<file path="config.mk">
export PLATFORM = sky130hd
export DESIGN_NAME = nsm_sign_mem
export DESIGN_NICKNAME = d
export VERILOG_FILES = /design/src/hw/rtl/nsm_pkg.sv /design/src/hw/rtl/nsm_sign_mem.sv
export SDC_FILE = /design/constraint.sdc
export NUM_CORES = 2
export LEC_CHECK = 0
export BUFFER_PORTS_ARGS = -buffer_cell sky130_fd_sc_hd__buf_2
export CELL_PAD_IN_SITES_DETAIL_PLACEMENT = 0
export CELL_PAD_IN_SITES_GLOBAL_PLACEMENT = 2
export CORE_ASPECT_RATIO = 1.75
export CORE_MARGIN = 2
export CORE_UTILIZATION = 40
export CTS_CLUSTER_SIZE = 10
export DETAILED_ROUTE_END_ITERATION = 10
export PLACE_DENSITY_LB_ADDON = 0.08
export SYNTH_ARGS = -nofsm -noshare
export SYNTH_HDL_FRONTEND = slang
export SYNTH_SLANG_ARGS = --single-unit
</file>
<file path="constraint.sdc">
create_clock -name clock -period 5.3 [get_ports clock]
set_clock_uncertainty 0.15 [all_clocks]
set_input_delay 1.06 -clock clock [delete_from_list [all_inputs] [get_ports clock]]
set_output_delay 1.06 -clock clock [all_outputs]
set_load 0.1 [all_outputs]
</file>
<file path="src/hw/rtl/nsm_pkg.sv">
// nsm_pkg: shared types and constants of the nearest sign matcher
// item and result structs, sign table entry, register indexes, sequencer states
// no dependencies
package nsm_pkg;

   localparam int POS_W      = 20;
   localparam int TYPE_W     = 8;
   localparam int RADIUS_W   = 16;
   localparam int ABS_W      = POS_W + 1;
   localparam int SQ_W       = 2 * POS_W + 1;
   localparam int DIST_W     = SQ_W + 1;
   localparam int OUT_IDX_W  = 6;
   localparam int CSR_IDX_W  = 2;
   localparam int CSR_DATA_W = 16;

   localparam logic [1:0] KIND_CLEAR  = 2'd0;
   localparam logic [1:0] KIND_APPEND = 2'd1;
   localparam logic [1:0] KIND_MATCH  = 2'd2;

   localparam logic [CSR_IDX_W-1:0] CSR_MATCH_RADIUS = 2'd0;
   localparam logic [CSR_IDX_W-1:0] CSR_DEFAULT_TYPE = 2'd1;

   localparam logic [RADIUS_W-1:0] RADIUS_RESET = 16'd1000;
   localparam logic [TYPE_W-1:0]   DEFAULT_TYPE_RESET = 8'd0;

   typedef struct packed {
      logic [1:0]              kind;
      logic signed [POS_W-1:0] pos_x;
      logic signed [POS_W-1:0] pos_y;
      logic [TYPE_W-1:0]       sign_type;
   } req_type;

   typedef struct packed {
      logic                 status;
      logic                 matched;
      logic [TYPE_W-1:0]    matched_type;
      logic [OUT_IDX_W-1:0] matched_index;
   } rsp_type;

   // one slot of the sign table; used marks a sign consumed by a match
   typedef struct packed {
      logic                    used;
      logic [TYPE_W-1:0]       sign_type;
      logic signed [POS_W-1:0] pos_y;
      logic signed [POS_W-1:0] pos_x;
   } sign_entry_type;

   // distance pipeline output for one slot
   typedef struct packed {
      logic              valid;
      logic              used;
      logic [TYPE_W-1:0] sign_type;
      logic [DIST_W-1:0] span_sq;
   } dist_tag_type;

   typedef enum logic [1:0] {
      ST_IDLE,
      ST_SCAN,
      ST_DRAIN,
      ST_FINISH
   } state_type;

endpackage

</file>
<file path="src/hw/rtl/nsm_sign_mem.sv">
// nsm_sign_mem: sign table, one write port and one registered read port
// uses nsm_pkg for the entry type
module nsm_sign_mem #(
   parameter int DEPTH = 64,
   parameter int IDX_W = 6
) (
   input  logic                   clock,
   input  logic                   wr_en,
   input  logic [IDX_W-1:0]       wr_addr,
   input  nsm_pkg::sign_entry_type wr_data,
   input  logic                   rd_en,
   input  logic [IDX_W-1:0]       rd_addr,
   output nsm_pkg::sign_entry_type rd_data
);
   import nsm_pkg::*;

   sign_entry_type mem_ff [DEPTH];
   sign_entry_type rd_data_ff;

   always_ff @(posedge clock) begin
      if (wr_en) begin
         mem_ff[wr_addr] <= wr_data;
      end
   end

   always_ff @(posedge clock) begin
      if (rd_en) begin
         rd_data_ff <= mem_ff[rd_addr];
      end
   end

   assign rd_data = rd_data_ff;

endmodule

</file>
==> results.cfg <==
[floorplanning]
start_util_pct = 40.2
chipHeight_microns = 730
die_area_sq_um = 306000
coreArea_sq_um = 300000
fp-row-count = 266
chipWidth_microns = 419
io_pins = 113

[timing]
post-route-period-util_pct = 65.5
grt_setup_unrepaired = false
fmax_ghz = 0.288
worst-slew-pin-transition_ns = 1.25
min_period_ns = 3.47
finalSetupViolCount = 0
finalSetupTns_ns = 0
hold_viol = 0
slew_headroom_pct = 16.6
slew_viol_final = 0

[detailed_routing]
dr.first_iter.drc_count = 6667
via_per_inst = 6.12
dr.pass1.iters = 5
routed-via-count = 60100
postRouteAntennaNets = 0
wl_per_cell_microns = 40.5
drcViolationCount = 0
postRouteWirelength_microns = 398000

[pwr]
power_leakage_uw = 0.0425
swShare_pct = 21.8
p_clk_share_pct = 41.2
power-per-cell-area_nw_per_um2 = 381
total_power_uw = 52500
internal_power_uw = 41100
combPwrFrac_pct = 5.4
seqPwrFrac_pct = 53.4
p_switching_uw = 11400
vdd.ir_drop.worst_uv = 283

[cts]
hold_buffers = 0
postCtsSetupBuffers = 0
cts_made_buffers = 362
cts.path.max_buffers = 4
clk_latency_ns = 0.91
root_buffer = clkbuf_16
cts_tree = yes
cts_resized = 0
h-tree-depth = 5
clk_pin_slew_ns = 0.05
cts.sinks = 3185

[place]
gp_congestion = 0.769
port_buffers = 112
hpwl_microns = 218000

[global_routing]
grt_pass1_vias = 62600
grt_pass1_wl_microns = 539000
antenna_found_initial = 20
grt_max_degree = 103
grt_overflow = 0
grt.total_usage_pct = 26.1

[synthesis]
synth_area_sq_um = 120000
synth-seq-cells = 3185
yosysWarnings = 0
synth_cell_type_count = 41
synth.avg_cell_area_sq_um = 22.8
synth_fp_nets = 5347
ys_seq_area_share_pct = 79.4
synthCells = 5283

[critical_path]
cp-start-kind = primary input
worstPathRequired_ns = 5.81
critPathKind = primary input to flop
cp_max_fo = 50
worst_r2r_path_depth = 4
r2r_slack_ns = 2.95
worst_setup_path_end_kind = flop
cp.arrival_ns = 3.98
r2r-end = rd_data[1]
reg2reg_from = mem_ff[7][1]

[hold_path]
hold_depth = 1
min_to = rd_data[48]
min_from = rd_en
min-delay-path-class = primary input to flop

[run_status]
outcome = finished clean

[final_layout]
syn_to_final_growth_pct = 14.5
drive_above_1_share_pct = 28.1
final_cell_mix = edfxtp_1 (3185), mux4_2 (743), clkbuf_16 (369), buf_4 (214), nand2_1 (180)
final_common_cell = edfxtp_1
fillers = 25000
nets = 5821

[run]
max_cap_viol_count = 0
-- cell families after synthesis --
logic type             share of synthesized area (%)
AOI/OAI and AO/OA                               2.39
buffers and inverters                           1.34
DFF                                             79.4
muxes                                           14.6
and+or+nand+nor                                 2.30
-- worst max-delay path by stage --
stage                           from             to  slack, ns  cells after the start
final                     rd_addr[0]    rd_data[48]       1.83                      7
after global routing      rd_addr[0]    rd_data[48]       1.81                      7
after CTS                 rd_addr[0]    rd_data[48]       1.86                      7
after detailed placement  rd_addr[0]    rd_data[48]       0.88                      7
after global placement    rd_addr[0]    rd_data[48]       0.92                      7
after floorplan           wr_addr[5]  mem_ff[39][0]       0.70                      4
-- sequential cells by signal, indices dropped and copies added, names as in the netlist --
name     cells
mem_ff    3136
rd_data     49
-- synthesized netlist by cell type, drive strengths merged --
| master | n | area (sq um) |
|---|---|---|
| a2111oi | 2 | 23.8 |
| a211oi | 41 | 308 |
| a21oi | 51 | 255 |
| a221o | 7 | 70.1 |
| a221oi | 3 | 26.3 |
| a22o | 2 | 17.5 |
| a22oi | 95 | 713 |
| a311oi | 23 | 201 |
| a31oi | 1 | 6.26 |
| and2 | 25 | 156 |
| and3 | 39 | 244 |
| and4 | 1 | 8.76 |
| buf | 176 | 1110 |
| clkbuf | 131 | 492 |
| edfxtp | 3185 | 95600 |
| inv | 1 | 3.75 |
| mux2i | 85 | 851 |
| mux4 | 743 | 16700 |
| nand2 | 184 | 691 |
| nand2b | 12 | 75.1 |
| nand3 | 85 | 425 |
| nand3b | 2 | 15.0 |
| nand4 | 81 | 507 |
| nand4b | 2 | 17.5 |
| nor2 | 88 | 330 |
| nor2b | 29 | 181 |
| nor3 | 5 | 25.0 |
| nor4 | 8 | 50.1 |
| o211ai | 2 | 15.0 |
| o21a | 1 | 7.51 |
| o21ai | 3 | 15.0 |
| o221ai | 78 | 683 |
| o22ai | 85 | 532 |
| or2 | 4 | 25.0 |
| or3 | 2 | 12.5 |
| or3b | 1 | 8.76 |
-- cell type report --
type / count / area, sq um / area share, %
sequential: 3185 / 95600 / 69.3
multi-input combinational: 1790 / 23800 / 17.2
clock buffer: 381 / 9280 / 6.73
tap: 4020 / 5030 / 3.65
timing repair buffer: 417 / 4060 / 2.95
clock inverter: 13 / 135 / 0.0980
inverter: 1 / 6.26 / 0.00454
antenna: 2 / 5.00 / 0.00363
-- layer usage --
metal	GRT usage, %	vias up	share of wire [%]
met3	3.14	481	4.8
met2	46.9	1963	53
li1	-	23400	-
met1	33.3	34300	39
met5	0	-	0.012
met4	6.58	6	2.6
-- through the flow --
stage               hold WS [ns]  cells  setup slack (ns)  utilization, %  instance area, sq um
finish                     0.495   9809              1.83            46.0                138000
global route               0.480   9808              1.81            46.0                138000
CTS                        0.467   9807              1.86            46.0                138000
detailed placement         0.746   9413             0.880            42.9                129000
global placement           0.687   9413             0.921            42.9                129000
floorplan                  0.616   5283             0.701               -                120000
-- worst max-delay path, stage by stage --
cell     delay, ns
buf_12        0.47
buf_12        0.31
buf_4         0.37
mux4_2        0.62
o22ai_1       0.21
o21ai_0       0.34
and4_1        0.44
-- power by group through the flow --
stage	registers, uW	clock network, uW	logic, uW
floorplan	28800	0	1300
global placement	28600	0	2860
detailed placement	28600	0	2890
CTS	28100	22100	2890
global route	28100	22900	2980
finish	28100	21600	2830
Note: power is estimated with default switching activity, not from simulation.
