===== config.mk =====
export PLATFORM = sky130hd
export DESIGN_NAME = nsm_dist_unit
export DESIGN_NICKNAME = d
export VERILOG_FILES = /design/src/hw/rtl/nsm_pkg.sv /design/src/hw/rtl/nsm_dist_unit.sv
export SDC_FILE = /design/constraint.sdc
export NUM_CORES = 2
export LEC_CHECK = 0
export BUFFER_PORTS_ARGS = -buffer_cell sky130_fd_sc_hd__buf_2
export CAP_MARGIN = 10
export CORE_MARGIN = 2
export CORE_UTILIZATION = 58
export CTS_CLUSTER_SIZE = 16
export DETAILED_ROUTE_END_ITERATION = 12
export HOLD_SLACK_MARGIN = 0.03
export PLACE_DENSITY = 0.76
export SYNTH_ARGS = -nofsm -noshare
export SYNTH_HDL_FRONTEND = slang
export SYNTH_SLANG_ARGS = --single-unit
export TNS_END_PERCENT = 10

===== constraint.sdc =====
create_clock -name clock -period 7.8 [get_ports clock]
set_input_delay 1.56 -clock clock [delete_from_list [all_inputs] [get_ports clock]]
set_output_delay 1.56 -clock clock [all_outputs]
set_load 0.02 [all_outputs]

===== src/hw/rtl/nsm_pkg.sv =====
// nsm_pkg: shared types and constants of the nearest sign matcher
// item and result structs, sign table entry, register indexes, sequencer states
// no dependencies
package nsm_pkg;

   localparam int POS_W      = 20;
   localparam int TYPE_W     = 8;
   localparam int RADIUS_W   = 16;
   localparam int ABS_W      = POS_W + 1;
   localparam int SQ_W       = 2 * POS_W + 1;
   localparam int DIST_W     = SQ_W + 1;
   localparam int OUT_IDX_W  = 6;
   localparam int CSR_IDX_W  = 2;
   localparam int CSR_DATA_W = 16;

   localparam logic [1:0] KIND_CLEAR  = 2'd0;
   localparam logic [1:0] KIND_APPEND = 2'd1;
   localparam logic [1:0] KIND_MATCH  = 2'd2;

   localparam logic [CSR_IDX_W-1:0] CSR_MATCH_RADIUS = 2'd0;
   localparam logic [CSR_IDX_W-1:0] CSR_DEFAULT_TYPE = 2'd1;

   localparam logic [RADIUS_W-1:0] RADIUS_RESET = 16'd1000;
   localparam logic [TYPE_W-1:0]   DEFAULT_TYPE_RESET = 8'd0;

   typedef struct packed {
      logic [1:0]              kind;
      logic signed [POS_W-1:0] pos_x;
      logic signed [POS_W-1:0] pos_y;
      logic [TYPE_W-1:0]       sign_type;
   } req_type;

   typedef struct packed {
      logic                 status;
      logic                 matched;
      logic [TYPE_W-1:0]    matched_type;
      logic [OUT_IDX_W-1:0] matched_index;
   } rsp_type;

   // one slot of the sign table; used marks a sign consumed by a match
   typedef struct packed {
      logic                    used;
      logic [TYPE_W-1:0]       sign_type;
      logic signed [POS_W-1:0] pos_y;
      logic signed [POS_W-1:0] pos_x;
   } sign_entry_type;

   // distance pipeline output for one slot
   typedef struct packed {
      logic              valid;
      logic              used;
      logic [TYPE_W-1:0] sign_type;
      logic [DIST_W-1:0] span_sq;
   } dist_tag_type;

   typedef enum logic [1:0] {
      ST_IDLE,
      ST_SCAN,
      ST_DRAIN,
      ST_FINISH
   } state_type;

endpackage


===== src/hw/rtl/nsm_dist_unit.sv =====
// nsm_dist_unit: pipelined squared distance from the entry point to each read slot
// uses nsm_pkg; takes read data in the cycle after the matching read issue
module nsm_dist_unit #(
   parameter int IDX_W = 6
) (
   input  logic                          clock,
   input  logic                          reset,
   input  logic                          issue_valid,
   input  logic [IDX_W-1:0]              issue_idx,
   input  nsm_pkg::sign_entry_type       rd_entry,
   input  logic signed [nsm_pkg::POS_W-1:0] point_x,
   input  logic signed [nsm_pkg::POS_W-1:0] point_y,
   output nsm_pkg::dist_tag_type         result,
   output logic [IDX_W-1:0]              result_idx,
   output logic                          busy
);
   import nsm_pkg::*;

   logic             v1_ff, v2_ff, v3_ff;
   logic [IDX_W-1:0] idx1_ff, idx2_ff, idx3_ff;
   logic             used2_ff, used3_ff;
   logic [TYPE_W-1:0] type2_ff, type3_ff;
   logic [ABS_W-1:0] ax2_ff, ay2_ff;
   logic [SQ_W-1:0]  sqx3_ff, sqy3_ff;

   logic [ABS_W-1:0] dx, dy, ax_in, ay_in;
   logic [2*ABS_W-1:0] sqx_full, sqy_full;

   // differences in 21 bits, then magnitude; the most negative case fits unsigned
   always_comb begin
      dx = {rd_entry.pos_x[POS_W-1], rd_entry.pos_x} - {point_x[POS_W-1], point_x};
      dy = {rd_entry.pos_y[POS_W-1], rd_entry.pos_y} - {point_y[POS_W-1], point_y};
      ax_in = dx[ABS_W-1] ? (~dx + ABS_W'(1)) : dx;
      ay_in = dy[ABS_W-1] ? (~dy + ABS_W'(1)) : dy;
      sqx_full = ax2_ff * ax2_ff;
      sqy_full = ay2_ff * ay2_ff;
   end

   always_ff @(posedge clock) begin
      if (reset) begin
         v1_ff <= 1'b0;
         v2_ff <= 1'b0;
         v3_ff <= 1'b0;
      end else begin
         v1_ff <= issue_valid;
         v2_ff <= v1_ff;
         v3_ff <= v2_ff;
      end
   end

   always_ff @(posedge clock) begin
      idx1_ff  <= issue_idx;
      idx2_ff  <= idx1_ff;
      used2_ff <= rd_entry.used;
      type2_ff <= rd_entry.sign_type;
      ax2_ff   <= ax_in;
      ay2_ff   <= ay_in;
      idx3_ff  <= idx2_ff;
      used3_ff <= used2_ff;
      type3_ff <= type2_ff;
      sqx3_ff  <= sqx_full[SQ_W-1:0];
      sqy3_ff  <= sqy_full[SQ_W-1:0];
   end

   always_comb begin
      result.valid     = v3_ff;
      result.used      = used3_ff;
      result.sign_type = type3_ff;
      result.span_sq   = DIST_W'(sqx3_ff) + DIST_W'(sqy3_ff);
   end

   assign result_idx = idx3_ff;
   assign busy       = v1_ff | v2_ff | v3_ff;

endmodule


==> impl_metrics.json <==
{
  "status": "finished, final reports clean",
  "fin_util_pct": 62.4,
  "coreArea_sq_mm": 0.0562,
  "first_pass_iters": 5,
  "drc": 0,
  "rows": 87,
  "netlist_instances": 3627,
  "most-common-layout-cells": "906 x inv_1, 622 x fa_1, 382 x ha_1",
  "antenna_left": 0,
  "cp_max_fo": 7,
  "routabilityCongestion": 0.888,
  "io_pins": 157,
  "start_util_pct": 58.5,
  "min_from": "idx2_ff[4]$_DFF_P_",
  "ys_seq_area_share_pct": 9.81,
  "grt_pass1_wl_um": 117000,
  "hold_violations": 0,
  "holdBufCountCts": 0,
  "cp-end-kind": "register",
  "mostFrequentLayoutCell": "inv_1",
  "clk_pin_slew_ns": 0.07,
  "wl_um": 67900,
  "place_area_sq_mm": 0.0345,
  "clockBufferDepth": 2,
  "crit_required_ns": 8.22,
  "cts_root_buf": "clkbuf_16",
  "antenna_cells": 0,
  "criticalPathCategory": "reg -> reg",
  "start_kind": "register",
  "finalMaxSlewViolations": 0,
  "hold_class": "reg -> reg",
  "tightest_slew_ns": 0.932,
  "grt_pass1_vias": 24881,
  "hold_end": "result_idx[4]$_DFF_P_",
  "grtUsageTotal_pct": 24.5,
  "cts_tree": "yes",
  "synthToLayoutAreaGrowth_pct": 6.70,
  "wl_per_cell_um": 15.1,
  "grt_overflow": 0,
  "clock_sinks": 161,
  "r2r-start": "ax2_ff[8]$_DFF_P_",
  "cts_setup_buffers": 0,
  "nets": 4834,
  "r2r-end": "sqx3_ff[38]$_DFF_P_",
  "vias_per_cell": 5.32,
  "clock.fmax_mhz": 137,
  "synth-edff-count": 0,
  "ys.flop_type": "dfxtp_1",
  "h-tree-depth": 4,
  "rr_worst_depth": 27,
  "max_cap_violations": 0,
  "drive_above_1_share_pct": 7.10,
  "die-area_sq_mm": 0.0586,
  "syn-mean-instance-area_sq_um": 9.06,
  "die_h_um": 242,
  "fin_tns_setup_ns": 0,
  "fin_skew_ns": 0.0103,
  "route.vias.total": 23928,
  "yosys_warnings": 0,
  "slew-limit-headroom_pct": 37.5,
  "reg2reg_slack_ns": 0.48,
  "cts_buffers": 17,
  "place_hpwl_um": 59000,
  "min_path_cells": 0,
  "chipWidth_um": 242,
  "clock_latency_ns": 0.49,
  "syn_nets": 4729,
  "post-route-min-period_ns": 7.32,
  "port_buffers": 156,
  "arrival_ns": 7.74,
  "rsz0062_at_grt": "no",
  "synthArstFlopShare_pct": 0,
  "synth-seq-cells": 161,
  "drt-initial-drc-count": 1340,
  "cts_resized": 0,
  "finalInstanceArea_sq_mm": 0.0351,
  "grt_max_degree": 23,
  "fin_crit_sh_pct": 93.8,
  "synth_area_sq_mm": 0.0329,
  "yosysUniqueCellTypes": 80,
  "antenna_found_initial": 2,
  "setup_viol": 0
}
==> registers in the layout (all words and copies together) (netlist names), 6 cells and up <==
| name | count |
|---|---|
| ay2_ff | 21 |
| ax2_ff | 21 |
| idx1_ff | 6 |
| sqy3_ff | 40 |
| type2_ff | 8 |
| type3_ff | 8 |
| sqx3_ff | 40 |
| result_idx | 6 |
| idx2_ff | 6 |
==> per-layer routing <==
layer  up-vias  wire length [um]  track usage (%)
met5         -                13                0
met4         2              1590             7.53
met3        99              3610             3.10
met2       587             33400             41.5
met1     11872             29200             33.0
li1      11368                 -                -
==> worst max-delay path by stage <==
stage,start,to,cells after the start
global route,ax2_ff[11]$_DFF_P_,sqx3_ff[36]$_DFF_P_,23
CTS,ax2_ff[3]$_DFF_P_,sqx3_ff[38]$_DFF_P_,26
detailed placement,ax2_ff[3]$_DFF_P_,sqx3_ff[38]$_DFF_P_,26
floorplan,ay2_ff[8]$_DFF_P_,sqy3_ff[30]$_DFF_P_,27
global placement,ax2_ff[3]$_DFF_P_,sqx3_ff[38]$_DFF_P_,26
finish,ax2_ff[8]$_DFF_P_,sqx3_ff[38]$_DFF_P_,27
==> Yosys cell counts, drive strengths merged, types with 6 or more instances <==
cell type | n | share of area [%]
xnor2 | 118 | 3.2
fa | 622 | 38
inv | 906 | 10
nand3 | 33 | 0.50
o21ai | 79 | 1.2
xor2 | 65 | 1.7
and2 | 162 | 3.1
a211o | 6 | 0.16
o211ai | 18 | 0.41
or4 | 6 | 0.15
a211oi | 18 | 0.46
o21a | 21 | 0.48
nor2b | 26 | 0.50
dfxtp | 161 | 9.8
or2 | 11 | 0.21
nand4 | 19 | 0.36
a21oi | 146 | 2.2
o41ai | 10 | 0.29
o31ai | 13 | 0.30
or3 | 9 | 0.17
a31oi | 13 | 0.25
a21o | 57 | 1.3
nand2b | 12 | 0.23
nor3 | 28 | 0.44
ha | 382 | 15
o21bai | 20 | 0.46
buf | 7 | 0.14
clkbuf | 106 | 1.2
nand2 | 327 | 3.7
and3 | 11 | 0.21
a311oi | 8 | 0.25
nor2 | 124 | 1.4
==> area by class of cell <==
| class | count | area (sq um) |
|---|---|---|
| Multi-Input combinational cell | 2447 | 25800 |
| Fill cell | 4807 | 21100 |
| Inverter | 906 | 3400 |
| Sequential cell | 161 | 3220 |
| Timing Repair Buffer | 199 | 1100 |
| Tap cell | 756 | 946 |
| Clock buffer | 19 | 453 |
| Clock inverter | 13 | 141 |
==> kinds of logic after synthesis <==
group | Yosys count | synth area share, %
buffers and inverters | 1019 | 11.7
adder cells (fa/ha/maj) | 1004 | 52.5
AND/OR/NAND/NOR | 793 | 11.7
AO/OA/AOI/OAI | 463 | 9.30
XOR/XNOR | 183 | 4.90
flip-flops | 161 | 9.81
multiplexers | 4 | 0.129
==> through the flow <==
step	hold WS, ns	worst slack, ns	cells
final	0.327	0.485	4501
after global routing	0.333	0.0388	4501
after CTS	0.329	0.395	4500
after detailed placement	0.312	0.437	4468
after floorplan	0.310	0.867	3627
after global placement	0.310	0.540	4468
==> critical path, cell delays in order (launching register included) <==
cell and delay (ns):
dfxtp_1 0.45, and2_1 0.21, inv_1 0.08, fa_1 0.53, inv_1 0.05, fa_1 0.50
inv_1 0.05, fa_1 0.47, inv_1 0.06, fa_1 0.50, inv_1 0.05, fa_1 0.53
inv_1 0.05, fa_1 0.48, inv_1 0.05, fa_1 0.47, inv_1 0.04, ha_1 0.36
and3_1 0.20, nand3_1 0.14, o21bai_1 0.22, a2111oi_0 0.42, buf_4 0.20, o21ai_0 0.19
nand2_1 0.17, a211oi_1 0.14, o41ai_1 0.44, xor2_1 0.20
Power is left out: the tool's default activity adds up to more than one toggle a clock period on the data nets, which glitch-free logic cannot reach.
